==> config.mk <==
export PLATFORM = sky130hd
export DESIGN_NAME = ps2_keyboard_transmitter_flat
export DESIGN_NICKNAME = d
export VERILOG_FILES = /design/src/hw/rtl/ps2kt_pkg.sv /design/src/hw/rtl/ps2kt_if.sv /design/src/hw/rtl/ps2kt_ram.sv /design/src/hw/rtl/ps2kt_queue.sv /design/src/hw/rtl/ps2kt_framer.sv /design/src/hw/rtl/ps2_keyboard_transmitter.sv /design/src/flat_wrapper.sv
export SDC_FILE = /design/constraint.sdc
export NUM_CORES = 1
export LEC_CHECK = 0
export BUFFER_PORTS_ARGS = -buffer_cell sky130_fd_sc_hd__buf_2
export CAP_MARGIN = 10
export CORE_ASPECT_RATIO = 0.7
export CORE_UTILIZATION = 35
export DETAILED_ROUTE_END_ITERATION = 7
export REMOVE_ABC_BUFFERS = 1
export SLEW_MARGIN = 20
export SYNTH_ARGS = -nofsm -noshare
export SYNTH_HDL_FRONTEND = slang
export SYNTH_SLANG_ARGS = --single-unit
==> constraint.sdc <==
create_clock -name clk -period 8.4 [get_ports clk]
set_clock_uncertainty 0.15 [all_clocks]
set_input_delay 1.26 -clock clk [delete_from_list [all_inputs] [get_ports clk]]
set_output_delay 1.26 -clock clk [all_outputs]
set_load 0.02 [all_outputs]
==> src/hw/rtl/ps2kt_pkg.sv <==
// Shared constants, codes and helper functions for the PS/2 keyboard transmitter.
package ps2kt_pkg;

  localparam int QUEUE_DEPTH = 64;
  localparam int QIDX_W      = $clog2(QUEUE_DEPTH);
  localparam int QCNT_W      = $clog2(QUEUE_DEPTH + 1);
  localparam int NUM_BANKS   = 4;
  localparam int BANK_SEL_W  = 2;
  localparam int BANK_DEPTH  = QUEUE_DEPTH / NUM_BANKS;
  localparam int BANK_ADDR_W = (BANK_DEPTH > 1) ? $clog2(BANK_DEPTH) : 1;

  localparam int CFG_DATA_W  = 8;
  localparam int CFG_IDX_W   = 1;

  localparam logic [CFG_IDX_W-1:0] CFG_HALF_BIT = 1'd0;
  localparam logic [CFG_IDX_W-1:0] CFG_GAP      = 1'd1;

  localparam logic [7:0] HALF_BIT_RESET = 8'd4;
  localparam logic [7:0] GAP_RESET      = 8'd8;

  localparam logic [1:0] MODE_TICK    = 2'd0;
  localparam logic [1:0] MODE_PRESS   = 2'd1;
  localparam logic [1:0] MODE_RELEASE = 2'd2;

  localparam logic [1:0] PH_IDLE = 2'd0;
  localparam logic [1:0] PH_PRE  = 2'd1;
  localparam logic [1:0] PH_BITS = 2'd2;
  localparam logic [1:0] PH_POST = 2'd3;

  localparam logic [3:0] BIT_START  = 4'd0;
  localparam logic [3:0] BIT_LAST_D = 4'd8;
  localparam logic [3:0] BIT_PARITY = 4'd9;
  localparam logic [3:0] BITS_FRAME = 4'd11;

  localparam logic [8:0] TICK_MAX = 9'd511;

  localparam logic [7:0] CODE_EXT     = 8'he0;
  localparam logic [7:0] CODE_RELEASE = 8'hf0;

  typedef logic [QIDX_W-1:0]      qidx_t;
  typedef logic [QCNT_W-1:0]      qcnt_t;
  typedef logic [BANK_ADDR_W-1:0] baddr_t;

  typedef struct packed {
    logic valid;
    logic release_evt;
    logic [7:0] code;
  } key_evt_t;

  typedef struct packed {
    logic nonempty;
    logic overflow;
  } q_stat_t;

  typedef struct packed {
    logic line_clock;
    logic line_data;
    logic busy;
  } line_t;

  function automatic logic is_nav(input logic [7:0] code);
    return code inside {8'h71, 8'h6c, 8'h69, 8'h7d, 8'h7a,
                        8'h75, 8'h72, 8'h74, 8'h6b, 8'h70};
  endfunction

  function automatic qidx_t idx_inc(input qidx_t idx);
    return (idx == QIDX_W'(QUEUE_DEPTH - 1)) ? '0 : idx + 1'b1;
  endfunction

endpackage

==> src/hw/rtl/ps2kt_if.sv <==
// Valid/ready channel interfaces for key requests and line samples.
interface ps2kt_in_if;
  logic       valid;
  logic       ready;
  logic [1:0] mode;
  logic [7:0] scan_code;

  modport source (output valid, output mode, output scan_code, input ready);
  modport sink (input valid, input mode, input scan_code, output ready);
endinterface

interface ps2kt_out_if;
  logic valid;
  logic ready;
  logic line_clock;
  logic line_data;
  logic busy_res;
  logic overflow;

  modport source (output valid, output line_clock, output line_data,
                  output busy_res, output overflow, input ready);
  modport sink (input valid, input line_clock, input line_data,
                input busy_res, input overflow, output ready);
endinterface

==> src/hw/rtl/ps2kt_ram.sv <==
// Generic single-write, single-read RAM with registered read data.
module ps2kt_ram #(
  parameter int WIDTH = 8,
  parameter int DEPTH = 16
) (
  input  logic                                  clk,
  input  logic                                  we,
  input  logic [((DEPTH > 1) ? $clog2(DEPTH) : 1)-1:0] waddr,
  input  logic [WIDTH-1:0]                      wdata,
  input  logic                                  re,
  input  logic [((DEPTH > 1) ? $clog2(DEPTH) : 1)-1:0] raddr,
  output logic [WIDTH-1:0]                      rdata
);

  logic [WIDTH-1:0] mem_r [DEPTH];
  logic [WIDTH-1:0] rdata_r;

  always_ff @(posedge clk) begin
    if (we) begin
      mem_r[waddr] <= wdata;
    end
    if (re) begin
      rdata_r <= mem_r[raddr];
    end
  end

  assign rdata = rdata_r;

endmodule

==> src/hw/rtl/ps2kt_queue.sv <==
// Scan-code byte queue: event expansion, four interleaved banks, head/tail/count.
module ps2kt_queue
  import ps2kt_pkg::*;
(
  input  logic     clk,
  input  logic     rst_n,
  input  key_evt_t evt,
  input  logic     pop,
  output q_stat_t  stat,
  output logic [7:0] head_byte
);

  qidx_t head_r, head_nxt;
  qidx_t tail_r, tail_nxt;
  qcnt_t count_r, count_nxt;
  logic  ovf_r, ovf_nxt;
  logic [BANK_SEL_W-1:0] sel_r;

  logic       nav;
  logic [1:0] need;
  logic       fits;
  logic       push_ok;
  logic [7:0] byte_seq [4];
  qidx_t      addr_seq [4];
  logic [7:0] bank_rd [NUM_BANKS];

  always_comb begin
    nav  = is_nav(evt.code);
    need = 2'd1 + {1'b0, nav} + {1'b0, evt.release_evt};
    fits = ({1'b0, count_r} + (QCNT_W + 1)'(need)) <= (QCNT_W + 1)'(QUEUE_DEPTH);
    push_ok = evt.valid && fits;

    if (nav) begin
      byte_seq[0] = CODE_EXT;
      byte_seq[1] = evt.release_evt ? CODE_RELEASE : evt.code;
    end else begin
      byte_seq[0] = evt.release_evt ? CODE_RELEASE : evt.code;
      byte_seq[1] = evt.code;
    end
    byte_seq[2] = evt.code;
    byte_seq[3] = evt.code;

    addr_seq[0] = tail_r;
    addr_seq[1] = idx_inc(addr_seq[0]);
    addr_seq[2] = idx_inc(addr_seq[1]);
    addr_seq[3] = idx_inc(addr_seq[2]);

    head_nxt  = head_r;
    tail_nxt  = tail_r;
    count_nxt = count_r;
    ovf_nxt   = ovf_r;
    if (evt.valid) begin
      if (fits) begin
        tail_nxt  = addr_seq[need];
        count_nxt = count_r + QCNT_W'(need);
      end else begin
        ovf_nxt = 1'b1;
      end
    end else if (pop) begin
      head_nxt  = idx_inc(head_r);
      count_nxt = count_r - 1'b1;
    end
  end

  // Consecutive slots land in distinct banks, so one event writes all its bytes at once.
  for (genvar k = 0; k < NUM_BANKS; k++) begin : g_bank
    logic [BANK_SEL_W-1:0] off;
    logic                  bank_we;
    logic                  bank_re;

    assign off     = BANK_SEL_W'(k) - tail_r[BANK_SEL_W-1:0];
    assign bank_we = push_ok && ({1'b0, off} < {1'b0, need});
    assign bank_re = pop && (head_r[BANK_SEL_W-1:0] == BANK_SEL_W'(k));

    ps2kt_ram #(
      .WIDTH (8),
      .DEPTH (BANK_DEPTH)
    ) u_ram (
      .clk   (clk),
      .we    (bank_we),
      .waddr (baddr_t'(addr_seq[off] >> BANK_SEL_W)),
      .wdata (byte_seq[off]),
      .re    (bank_re),
      .raddr (baddr_t'(head_r >> BANK_SEL_W)),
      .rdata (bank_rd[k])
    );
  end

  always_ff @(posedge clk) begin
    if (!rst_n) begin
      head_r  <= '0;
      tail_r  <= '0;
      count_r <= '0;
      ovf_r   <= 1'b0;
      sel_r   <= '0;
    end else begin
      head_r  <= head_nxt;
      tail_r  <= tail_nxt;
      count_r <= count_nxt;
      ovf_r   <= ovf_nxt;
      if (pop) begin
        sel_r <= head_r[BANK_SEL_W-1:0];
      end
    end
  end

  assign stat.nonempty = (count_r != '0);
  assign stat.overflow = ovf_nxt;
  assign head_byte     = bank_rd[sel_r];

endmodule

==> src/hw/rtl/ps2kt_framer.sv <==
// Frame sequencer: gap, start/data/parity/stop bits and line levels per tick.
module ps2kt_framer
  import ps2kt_pkg::*;
(
  input  logic       clk,
  input  logic       rst_n,
  input  logic       tick,
  input  logic [7:0] half_cfg,
  input  logic [7:0] gap_cfg,
  input  logic       q_nonempty,
  input  logic [7:0] cur_byte,
  output logic       pop,
  output line_t      lines
);

  logic [1:0] phase_r, phase_nxt;
  logic [3:0] bit_pos_r, bit_pos_nxt;
  logic [8:0] tick_r, tick_nxt;

  logic [7:0] half;
  logic [8:0] two_half;
  logic [9:0] tick_inc;
  logic [3:0] bit_inc;
  logic [2:0] data_idx;
  logic       bit_val;

  always_comb begin
    half     = (half_cfg == '0) ? 8'd1 : half_cfg;
    two_half = {half, 1'b0};

    phase_nxt   = phase_r;
    bit_pos_nxt = bit_pos_r;
    tick_nxt    = tick_r;
    pop         = 1'b0;

    if (phase_nxt == PH_POST && tick_nxt >= {1'b0, gap_cfg}) begin
      phase_nxt = PH_IDLE;
    end
    if (phase_nxt == PH_IDLE && q_nonempty) begin
      pop         = tick;
      phase_nxt   = PH_PRE;
      tick_nxt    = '0;
      bit_pos_nxt = BIT_START;
    end
    if (phase_nxt == PH_PRE && tick_nxt >= {1'b0, gap_cfg}) begin
      phase_nxt = PH_BITS;
      tick_nxt  = '0;
    end

    lines.busy = (phase_nxt != PH_IDLE);

    // Data bits need the popped byte, which is only read at least two ticks after the pop.
    data_idx = 3'(bit_pos_nxt - 4'd1);
    if (bit_pos_nxt == BIT_START) begin
      bit_val = 1'b0;
    end else if (bit_pos_nxt <= BIT_LAST_D) begin
      bit_val = cur_byte[data_idx];
    end else if (bit_pos_nxt == BIT_PARITY) begin
      bit_val = ~(^cur_byte);
    end else begin
      bit_val = 1'b1;
    end

    tick_inc = {1'b0, tick_nxt} + 10'd1;
    bit_inc  = bit_pos_nxt + 4'd1;

    lines.line_clock = 1'b1;
    lines.line_data  = 1'b1;
    case (phase_nxt)
      PH_BITS: begin
        lines.line_clock = (tick_nxt < {1'b0, half});
        lines.line_data  = bit_val;
        tick_nxt = tick_inc[8:0];
        if (tick_inc >= {1'b0, two_half}) begin
          tick_nxt    = '0;
          bit_pos_nxt = bit_inc;
          if (bit_inc >= BITS_FRAME) begin
            bit_pos_nxt = BIT_START;
            phase_nxt   = PH_POST;
          end
        end
      end
      PH_PRE, PH_POST: begin
        if (tick_nxt < TICK_MAX) begin
          tick_nxt = tick_inc[8:0];
        end
      end
      default: begin
      end
    endcase
  end

  always_ff @(posedge clk) begin
    if (!rst_n) begin
      phase_r   <= PH_IDLE;
      bit_pos_r <= '0;
      tick_r    <= '0;
    end else if (tick) begin
      phase_r   <= phase_nxt;
      bit_pos_r <= bit_pos_nxt;
      tick_r    <= tick_nxt;
    end
  end

endmodule

==> src/hw/rtl/ps2_keyboard_transmitter.sv <==
// Top level of the PS/2 keyboard transmitter: handshake, configuration, result register.
// A key press or release puts its one to three scan-code bytes into the 64-entry byte
// queue as it is taken (the queue is four interleaved RAM banks, one write port each),
// and a sample tick advances the frame sequencer and loads one line sample into the
// output register. A new request is taken every cycle unless a sample sits in the output
// register and the sink is not ready. Key requests produce no sample; an event that does
// not fit is dropped whole and sets the sticky overflow bit.
// Registers: index 0 sets ticks per half bit (0 acts as 1), index 1 the idle gap around
// each frame. The queue needs no clearing after reset.
module ps2_keyboard_transmitter
  import ps2kt_pkg::*;
(
  input  logic                  clk,
  input  logic                  rst_n,
  ps2kt_in_if.sink              in_ch,
  ps2kt_out_if.source           out_ch,
  input  logic                  cfg_we,
  input  logic [CFG_IDX_W-1:0]  cfg_index,
  input  logic [CFG_DATA_W-1:0] cfg_wdata
);

  logic [7:0] half_r;
  logic [7:0] gap_r;

  logic     accept;
  logic     tick;
  key_evt_t evt;
  q_stat_t  q_stat;
  logic [7:0] head_byte;
  logic     pop;
  line_t    lines;

  logic out_valid_r, out_valid_nxt;
  logic line_clock_r, line_data_r, busy_r, ovf_r;

  assign in_ch.ready = !out_valid_r || out_ch.ready;
  assign accept      = in_ch.valid && in_ch.ready;
  assign tick        = accept && (in_ch.mode == MODE_TICK);

  assign evt.valid       = accept && (in_ch.mode == MODE_PRESS ||
                                      in_ch.mode == MODE_RELEASE);
  assign evt.release_evt = (in_ch.mode == MODE_RELEASE);
  assign evt.code        = in_ch.scan_code;

  ps2kt_queue u_queue (
    .clk       (clk),
    .rst_n     (rst_n),
    .evt       (evt),
    .pop       (pop),
    .stat      (q_stat),
    .head_byte (head_byte)
  );

  ps2kt_framer u_framer (
    .clk        (clk),
    .rst_n      (rst_n),
    .tick       (tick),
    .half_cfg   (half_r),
    .gap_cfg    (gap_r),
    .q_nonempty (q_stat.nonempty),
    .cur_byte   (head_byte),
    .pop        (pop),
    .lines      (lines)
  );

  always_ff @(posedge clk) begin
    if (!rst_n) begin
      half_r <= HALF_BIT_RESET;
      gap_r  <= GAP_RESET;
    end else if (cfg_we) begin
      case (cfg_index)
        CFG_HALF_BIT: half_r <= cfg_wdata;
        CFG_GAP:      gap_r  <= cfg_wdata;
        default: begin
        end
      endcase
    end
  end

  always_comb begin
    out_valid_nxt = out_valid_r;
    if (out_ch.ready) begin
      out_valid_nxt = 1'b0;
    end
    if (tick) begin
      out_valid_nxt = 1'b1;
    end
  end

  always_ff @(posedge clk) begin
    if (!rst_n) begin
      out_valid_r <= 1'b0;
    end else begin
      out_valid_r <= out_valid_nxt;
    end
  end

  // Hold the sample until it is taken; a new one only loads on a tick.
  always_ff @(posedge clk) begin
    if (tick) begin
      line_clock_r <= lines.line_clock;
      line_data_r  <= lines.line_data;
      busy_r       <= lines.busy;
      ovf_r        <= q_stat.overflow;
    end
  end

  assign out_ch.valid      = out_valid_r;
  assign out_ch.line_clock = line_clock_r;
  assign out_ch.line_data  = line_data_r;
  assign out_ch.busy_res   = busy_r;
  assign out_ch.overflow   = ovf_r;

endmodule

==> src/flat_wrapper.sv <==
// flat-port wrapper written by rule: the top's interface ports become plain ports
module ps2_keyboard_transmitter_flat import ps2kt_pkg::*;
  (clk, rst_n, cfg_we, cfg_index, cfg_wdata, in_ch_valid, in_ch_mode, in_ch_scan_code, in_ch_ready, out_ch_valid, out_ch_line_clock, out_ch_line_data, out_ch_busy_res, out_ch_overflow, out_ch_ready);
  ps2kt_in_if in_ch_i ();
  ps2kt_out_if out_ch_i ();
  input  logic clk;
  input  logic rst_n;
  input  logic cfg_we;
  input  logic [CFG_IDX_W-1:0] cfg_index;
  input  logic [CFG_DATA_W-1:0] cfg_wdata;
  input wire logic [$bits(in_ch_i.valid)-1:0] in_ch_valid;
  input wire logic [$bits(in_ch_i.mode)-1:0] in_ch_mode;
  input wire logic [$bits(in_ch_i.scan_code)-1:0] in_ch_scan_code;
  output wire logic [$bits(in_ch_i.ready)-1:0] in_ch_ready;
  output wire logic [$bits(out_ch_i.valid)-1:0] out_ch_valid;
  output wire logic [$bits(out_ch_i.line_clock)-1:0] out_ch_line_clock;
  output wire logic [$bits(out_ch_i.line_data)-1:0] out_ch_line_data;
  output wire logic [$bits(out_ch_i.busy_res)-1:0] out_ch_busy_res;
  output wire logic [$bits(out_ch_i.overflow)-1:0] out_ch_overflow;
  input wire logic [$bits(out_ch_i.ready)-1:0] out_ch_ready;
  assign in_ch_i.valid = in_ch_valid;
  assign in_ch_i.mode = in_ch_mode;
  assign in_ch_i.scan_code = in_ch_scan_code;
  assign in_ch_ready = in_ch_i.ready;
  assign out_ch_valid = out_ch_i.valid;
  assign out_ch_line_clock = out_ch_i.line_clock;
  assign out_ch_line_data = out_ch_i.line_data;
  assign out_ch_busy_res = out_ch_i.busy_res;
  assign out_ch_overflow = out_ch_i.overflow;
  assign out_ch_i.ready = out_ch_ready;
  ps2_keyboard_transmitter u_core (.clk(clk), .rst_n(rst_n), .in_ch(in_ch_i), .out_ch(out_ch_i), .cfg_we(cfg_we), .cfg_index(cfg_index), .cfg_wdata(cfg_wdata));
endmodule
==> metrics, run 1 <==
cts bufs inserted=55; post-CTS setup buffer count=0; most numerous cell in the Yosys netlist=edfxtp_1; Sink Count=602; GPL Wtd Cong=0.908; outcome=complete, no violations; Seq/Total Area, Yosys=65.8%; largest net degree at the start of global routing=63; final setup TNS=0 ps; GRT Total Usage=16.0%; Avg Inst Size Synth=16.2 um^2; total iterations of the first detailed-routing run=5; Slew HR=26.7%; crit path DAT=7980 ps; power per cell area=221 nW/um^2; RSZ-0062 raised after global routing=no; Yosys reg bits=602; Area Growth Syn to Fin=11.4%; worst-margin pin slew=1100 ps; Max Freq=0.132 GHz; CTS HTree Levels=2; I/O Pins=30; Max FO, Critical Path=20; Die W=332 um; most frequent cells after synthesis=edfxtp_1, mux4_2, nand2_1, nor2_1, a21oi_1; number of gates resized after CTS=0; Slew Viols, Final=0; Post-Syn Area=26600 um^2; number of global-route vias before repair=14600; starting density of the core=35.4%; fin util=39.5%; Final Setup Violations=0; TritonCTS clock tree=done; layout cell share with drive strength beyond 1=19.5%; final-report hold violation count=0; Final Cycle Share=90.4%; Critical Path Sink Type=flop; Post-synth ARST share=0%; Std-Cell Rows=84; DR WL/cell=22.8 um; ys flop type=edfxtp_1; Worst Hold Class=flop to flop; Synth area leaders=edfxtp_1, mux4_2, dfxtp_1; Residual DRC=0; Post-synth EDFFs=548; Yosys warning total=0; Worst EP required=8790 ps; die area=77200 um^2; total of max-cap violations=0; static leakage power=9.33 nW; Final Total Pwr=6.54 mW; Hold Slack=308 ps; Hold-fix buffers, CTS=0; Slowest Stage Delay on Critical Path=560 ps; Final #Nets=1751; initial antenna violation count=3; Reg clk slew, reported paths=60 ps; Antenna Violating Nets Remaining=0; fin crit period=7590 ps; Core Footprint=75100 um^2; slowest CP cell=o21ai_1; post-DR vias/cell=5.49; Skew-Pair Late Insertion Delay=640 ps; DIE HEIGHT=233 um; Synth top area share=61.8%; global route overflow=0; peak supply drop=0.000142 V; Synth cell types=78; Detailed Route WL=61800 um; post-DP HPWL=40700 um; Initial DRC Count=1556; first-pass GRT wire length=93300 um; Yosys top cell by area=edfxtp_1; CP Class=flop to flop; number of port buffers=29; clock root cell=clkbuf_16; Mapped Cells=1647; vias post-DR=14800; Setup crit start kind=flop; fill count=6790; Clock Tree Buf Depth=3; most used cell, CP=ha_1
-- cell type report --
class	instances	area (um^2)	area share, %
Antenna cell	1	2.50	0.00844
Clock buffer	71	1470	4.95
Clock inverter	32	342	1.15
Inverter	47	176	0.595
Multi-Input combinational cell	917	8620	29.1
Sequential cell	602	17500	59.2
Tap cell	989	1240	4.17
Timing Repair Buffer	45	265	0.894
-- cells in the final DEF (no fill, tap or decap), types with 28 or more instances in the layout --
master | synthesis | routed
nor2_1 | 99 | 95
nor2b_1 | 34 | 28
and2_1 | 40 | 40
nand2_1 | 99 | 99
nand3_1 | 37 | 37
o21ai_0 | 44 | 44
dfxtp_1 | 54 | 50
ha_1 | 57 | 57
edfxtp_1 | 548 | 548
inv_1 | 44 | 44
mux4_2 | 169 | 169
clkbuf_16 | 0 | 56
a21oi_1 | 67 | 66
buf_2 | 6 | 29
-- registers in the layout, indices dropped and copies added (netlist names), named ones only --
| signal | flops |
|---|---|
| u_core.u_queue.head_r | 6 |
| u_core.u_framer.phase_r | 2 |
| u_core.out_ch.line_data | 1 |
| u_core.gap_r | 8 |
| u_core.out_ch.overflow | 1 |
| u_core.u_queue.count_r | 7 |
| u_core.u_framer.tick_r | 9 |
| u_core.out_ch.line_clock | 1 |
| u_core.u_queue.g_bank.u_ram.rdata | 32 |
| u_core.u_framer.bit_pos_r | 4 |
| u_core.u_queue.ovf_r | 1 |
| u_core.out_ch.busy_res | 1 |
| u_core.u_queue.g_bank.u_ram.mem_r | 512 |
| u_core.out_ch.valid | 1 |
| u_core.half_r | 8 |
| u_core.u_queue.sel_r | 2 |
-- worst paths after layout --
kind	startpoint	end	slack [ps]	depth (start not counted)
worst max-delay path	u_core.u_framer.tick_r[0]	u_core.u_framer.bit_pos_r[1]	810	27
worst max register to register	u_core.u_framer.tick_r[0]	u_core.u_framer.bit_pos_r[1]	810	27
worst min-delay path	u_core.half_r[4]	u_core.half_r[4]	310	2
worst min register to register	u_core.half_r[4]	u_core.half_r[4]	310	2
-- per-layer routing --
layer | GRT usage [%] | up-vias | wire length (um)
li1 | - | 6559 | -
met1 | 25.2 | 7698 | 30200
met2 | 22.6 | 525 | 25900
met3 | 3.04 | 65 | 4770
met4 | 3.50 | 0 | 906
met5 | 0 | - | 0
-- per-stage QoR --
step                      area (um^2)  instances  setup WS (ps)
after floorplan                 26300       1566           1530
after global placement          27800       2600           1340
after detailed placement        27800       2600           1030
after CTS                       29600       2703            980
after global routing            29700       2703            292
final                           29700       2704            810
-- kinds of logic after synthesis --
kind of cell               synth area share (%)
xor gates and xnor gates                   1.35
AOI/OAI and AO/OA                          5.64
adders and majority gates                  2.87
and+or+nand+nor                            7.61
DFF                                        65.8
buffers and inverters                      1.91
muxes                                      14.8
-- worst max-delay path: cells and delay by family, from the launching register on --
kind | cells | cell delay, ps
simple gates | 7 | 1370
compound gates | 11 | 3440
flops | 1 | 470
mux | 2 | 620
buf+inv | 3 | 420
fa+ha+maj | 4 | 1050
-- report_power, final --
| part | switching (mW) | leakage (nW) | total (mW) | internal [mW] |
|---|---|---|---|---|
| registers | 0.0324 | 5.37 | 3.37 | 3.34 |
| logic | 0.442 | 3.09 | 0.642 | 0.200 |
| clock network | 1.13 | 0.869 | 2.53 | 1.40 |
| total | 1.60 | 9.33 | 6.54 | 4.94 |
Note: power is estimated with default switching activity, not from simulation.
==> run 2, diff against run 1 <==
--- a/config.mk
+++ b/config.mk
@@ -10,6 +10,8 @@
 export CORE_ASPECT_RATIO = 0.7
 export CORE_UTILIZATION = 35
 export DETAILED_ROUTE_END_ITERATION = 7
+export PLACE_DENSITY = 0.6
+export RECOVER_POWER = 25
 export REMOVE_ABC_BUFFERS = 1
 export SLEW_MARGIN = 20
 export SYNTH_ARGS = -nofsm -noshare
==> metrics, run 2 (same netlist as run 1, synthesis figures left out) <==
Max FO, Critical Path=20 (unchanged); Reg clk slew, reported paths=60 ps (about the same); number of gates resized after CTS=0 (unchanged); Initial DRC Count=1551 (-0.32%); Hold Slack=308 ps (-0.324 ps); layout cell share with drive strength beyond 1=18.6% (-0.99 points); met2 Usage GRT=22.6% (unchanged); Most flops, register=u_core.u_queue.g_bank.u_ram.mem_r; peak supply drop=0.000141 V (about the same); Switching Power=1.60 mW (-0.13%); first-pass GRT wire length=93300 um (unchanged); Area after DPL=27800 um^2 (unchanged); Skew-Pair Late Insertion Delay=640 ps (about the same); r2r setup slk=800 ps (about the same); post-CTS setup buffer count=0 (unchanged); sequential share of power=51.6% (about the same); CP Class=flop to flop; Core Footprint=75100 um^2 (unchanged); total of max-cap violations=1 (+1); Int Power=4.94 mW (about the same); final setup TNS=0 ps (unchanged); GRT Total Usage=16.0% (unchanged); final-report hold violation count=0 (unchanged); I/O Pins=30 (unchanged); RSZ-0062 raised after global routing=no; Final Total Pwr=6.54 mW (about the same); CP endpoint=u_core.u_framer.bit_pos_r[1]; GR Util met1=25.2% (unchanged); initial antenna violation count=3 (unchanged); RR Startpoint=u_core.u_framer.tick_r[0]; R2R cell count=27 (unchanged); Slew HR=0.964% (-26 points); slowest CP cell=o21ai_1; cts bufs inserted=55 (unchanged); Sink Count=602 (unchanged); static leakage power=9.28 nW (-0.46%); crit path DAT=7970 ps (about the same); met3 usage in global routing=3.04% (unchanged); DR WL/cell=22.8 um (about the same); most common cell after layout, fill and taps aside=edfxtp_1; Worst EP required=8770 ps (-20 ps); Worst Hold Class=flop to flop; power per cell area=221 nW/um^2 (about the same); Final Setup Violations=0 (unchanged); number of port buffers=29 (unchanged); r2r endpoint=u_core.u_framer.bit_pos_r[1]; GRT Max-Usage Layer=met1; fill count=6795 (+0.074%); Slew Viols, Final=0 (unchanged); Std-Cell Rows=84 (unchanged); Slowest Stage Delay on Critical Path=560 ps (about the same); clock root cell=clkbuf_16; Clock Tree Buf Depth=3 (unchanged); die area=77200 um^2 (unchanged); Final Cell Area=29600 um^2 (about the same); Antenna Violating Nets Remaining=0 (unchanged); Setup crit start kind=flop; most frequent cells in the layout=edfxtp_1, mux4_2, nand2_1; CP Launch Point=u_core.u_framer.tick_r[0]; number of global-route vias before repair=14600 (unchanged); largest net degree at the start of global routing=63 (unchanged); vias post-DR=14800 (-0.35%); worst-margin pin slew=1490 ps (+387 ps); Critical Path Sink Type=flop; Residual DRC=0 (unchanged); Max Freq=0.132 GHz (-0.10%); outcome=finished, violations left; Final Cycle Share=90.4% (+0.093 points); Detailed Route WL=61700 um (about the same); setup ws final=802 ps (-7.85 ps); CTS HTree Levels=2 (unchanged); most used cell, CP=ha_1; fin crit period=7600 ps (+7.85 ps); Logic pwr share=9.8% (about the same); DIE HEIGHT=233 um (unchanged); starting density of the core=35.4% (unchanged); Area Growth Syn to Fin=11.3% (about the same); Die W=332 um (unchanged); sw frac=24.5% (about the same); TritonCTS clock tree=done; max FFs per register=512 (unchanged); register area=17500 um^2 (unchanged); post-DP HPWL=40700 um (unchanged); Hold-fix buffers, CTS=0 (unchanged); Setup WS pre-CTS=1030 ps (unchanged); Final #Nets=1751 (unchanged); total iterations of the first detailed-routing run=7 (+2); global route overflow=0 (unchanged); area of the multi-input gates=8620 um^2 (about the same); Clock power frac=38.7% (about the same); violated checks=capacitance limit; GPL Wtd Cong=0.908 (unchanged); post-DR vias/cell=5.47 (-0.35%)
[run 2: cell type report]
type	count	share of cell area [%]
antenna	1	0.00844
clock buffer	71	4.95
timing repair buffer	45	0.819
multi-input combinational	917	29.1
tap	989	4.18
clock inverter	32	1.15
inverter	47	0.595
sequential	602	59.2
[run 2: worst min path at each step]
| stage | start | to | slack [ps] | cells past startpoint |
|---|---|---|---|---|
| 3_5_place_dp | u_core.gap_r[5] | u_core.gap_r[5] | 300 | 2 |
| 5_1_grt | u_core.half_r[5] | u_core.half_r[5] | 330 | 2 |
| 4_1_cts | u_core.gap_r[5] | u_core.gap_r[5] | 310 | 2 |
| 3_3_place_gp | u_core.gap_r[5] | u_core.gap_r[5] | 300 | 2 |
| 6_report | u_core.half_r[4] | u_core.half_r[4] | 310 | 2 |
| 2_1_floorplan | u_core.gap_r[1] | u_core.gap_r[1] | 290 | 2 |
[run 2: metal layers]
layer / routed length, um / vias up
met5: 0 / -
met4: 897 / 0
met3: 4580 / 66
met2: 25900 / 539
met1: 30300 / 7621
li1: - / 6569
[run 2: power groups by stage]
stage          Combinational [mW]  Clock [mW]  Sequential [mW]
2_1_floorplan               0.416           0             3.43
3_3_place_gp                0.607           0             3.43
3_5_place_dp                0.628           0             3.44
4_1_cts                     0.631        2.59             3.37
5_1_grt                     0.701        2.69             3.38
6_report                    0.639        2.53             3.37
[run 2: worst max-delay path: cells and delay by family (launching register included)]
family	cells	cell delay, ps
flip-flops	1	450
AO/OA/AOI/OAI	11	3460
multiplexers	2	610
buffers and inverters	3	410
AND/OR/NAND/NOR	7	1350
adder cells (fa/ha/maj)	4	1050
[run 2: per-stage QoR]
stage          instances  utilization (%)
6_report            2704             39.4
5_1_grt             2703             39.4
4_1_cts             2703             39.4
3_5_place_dp        2600             37.0
3_3_place_gp        2600             37.0
2_1_floorplan       1566                -
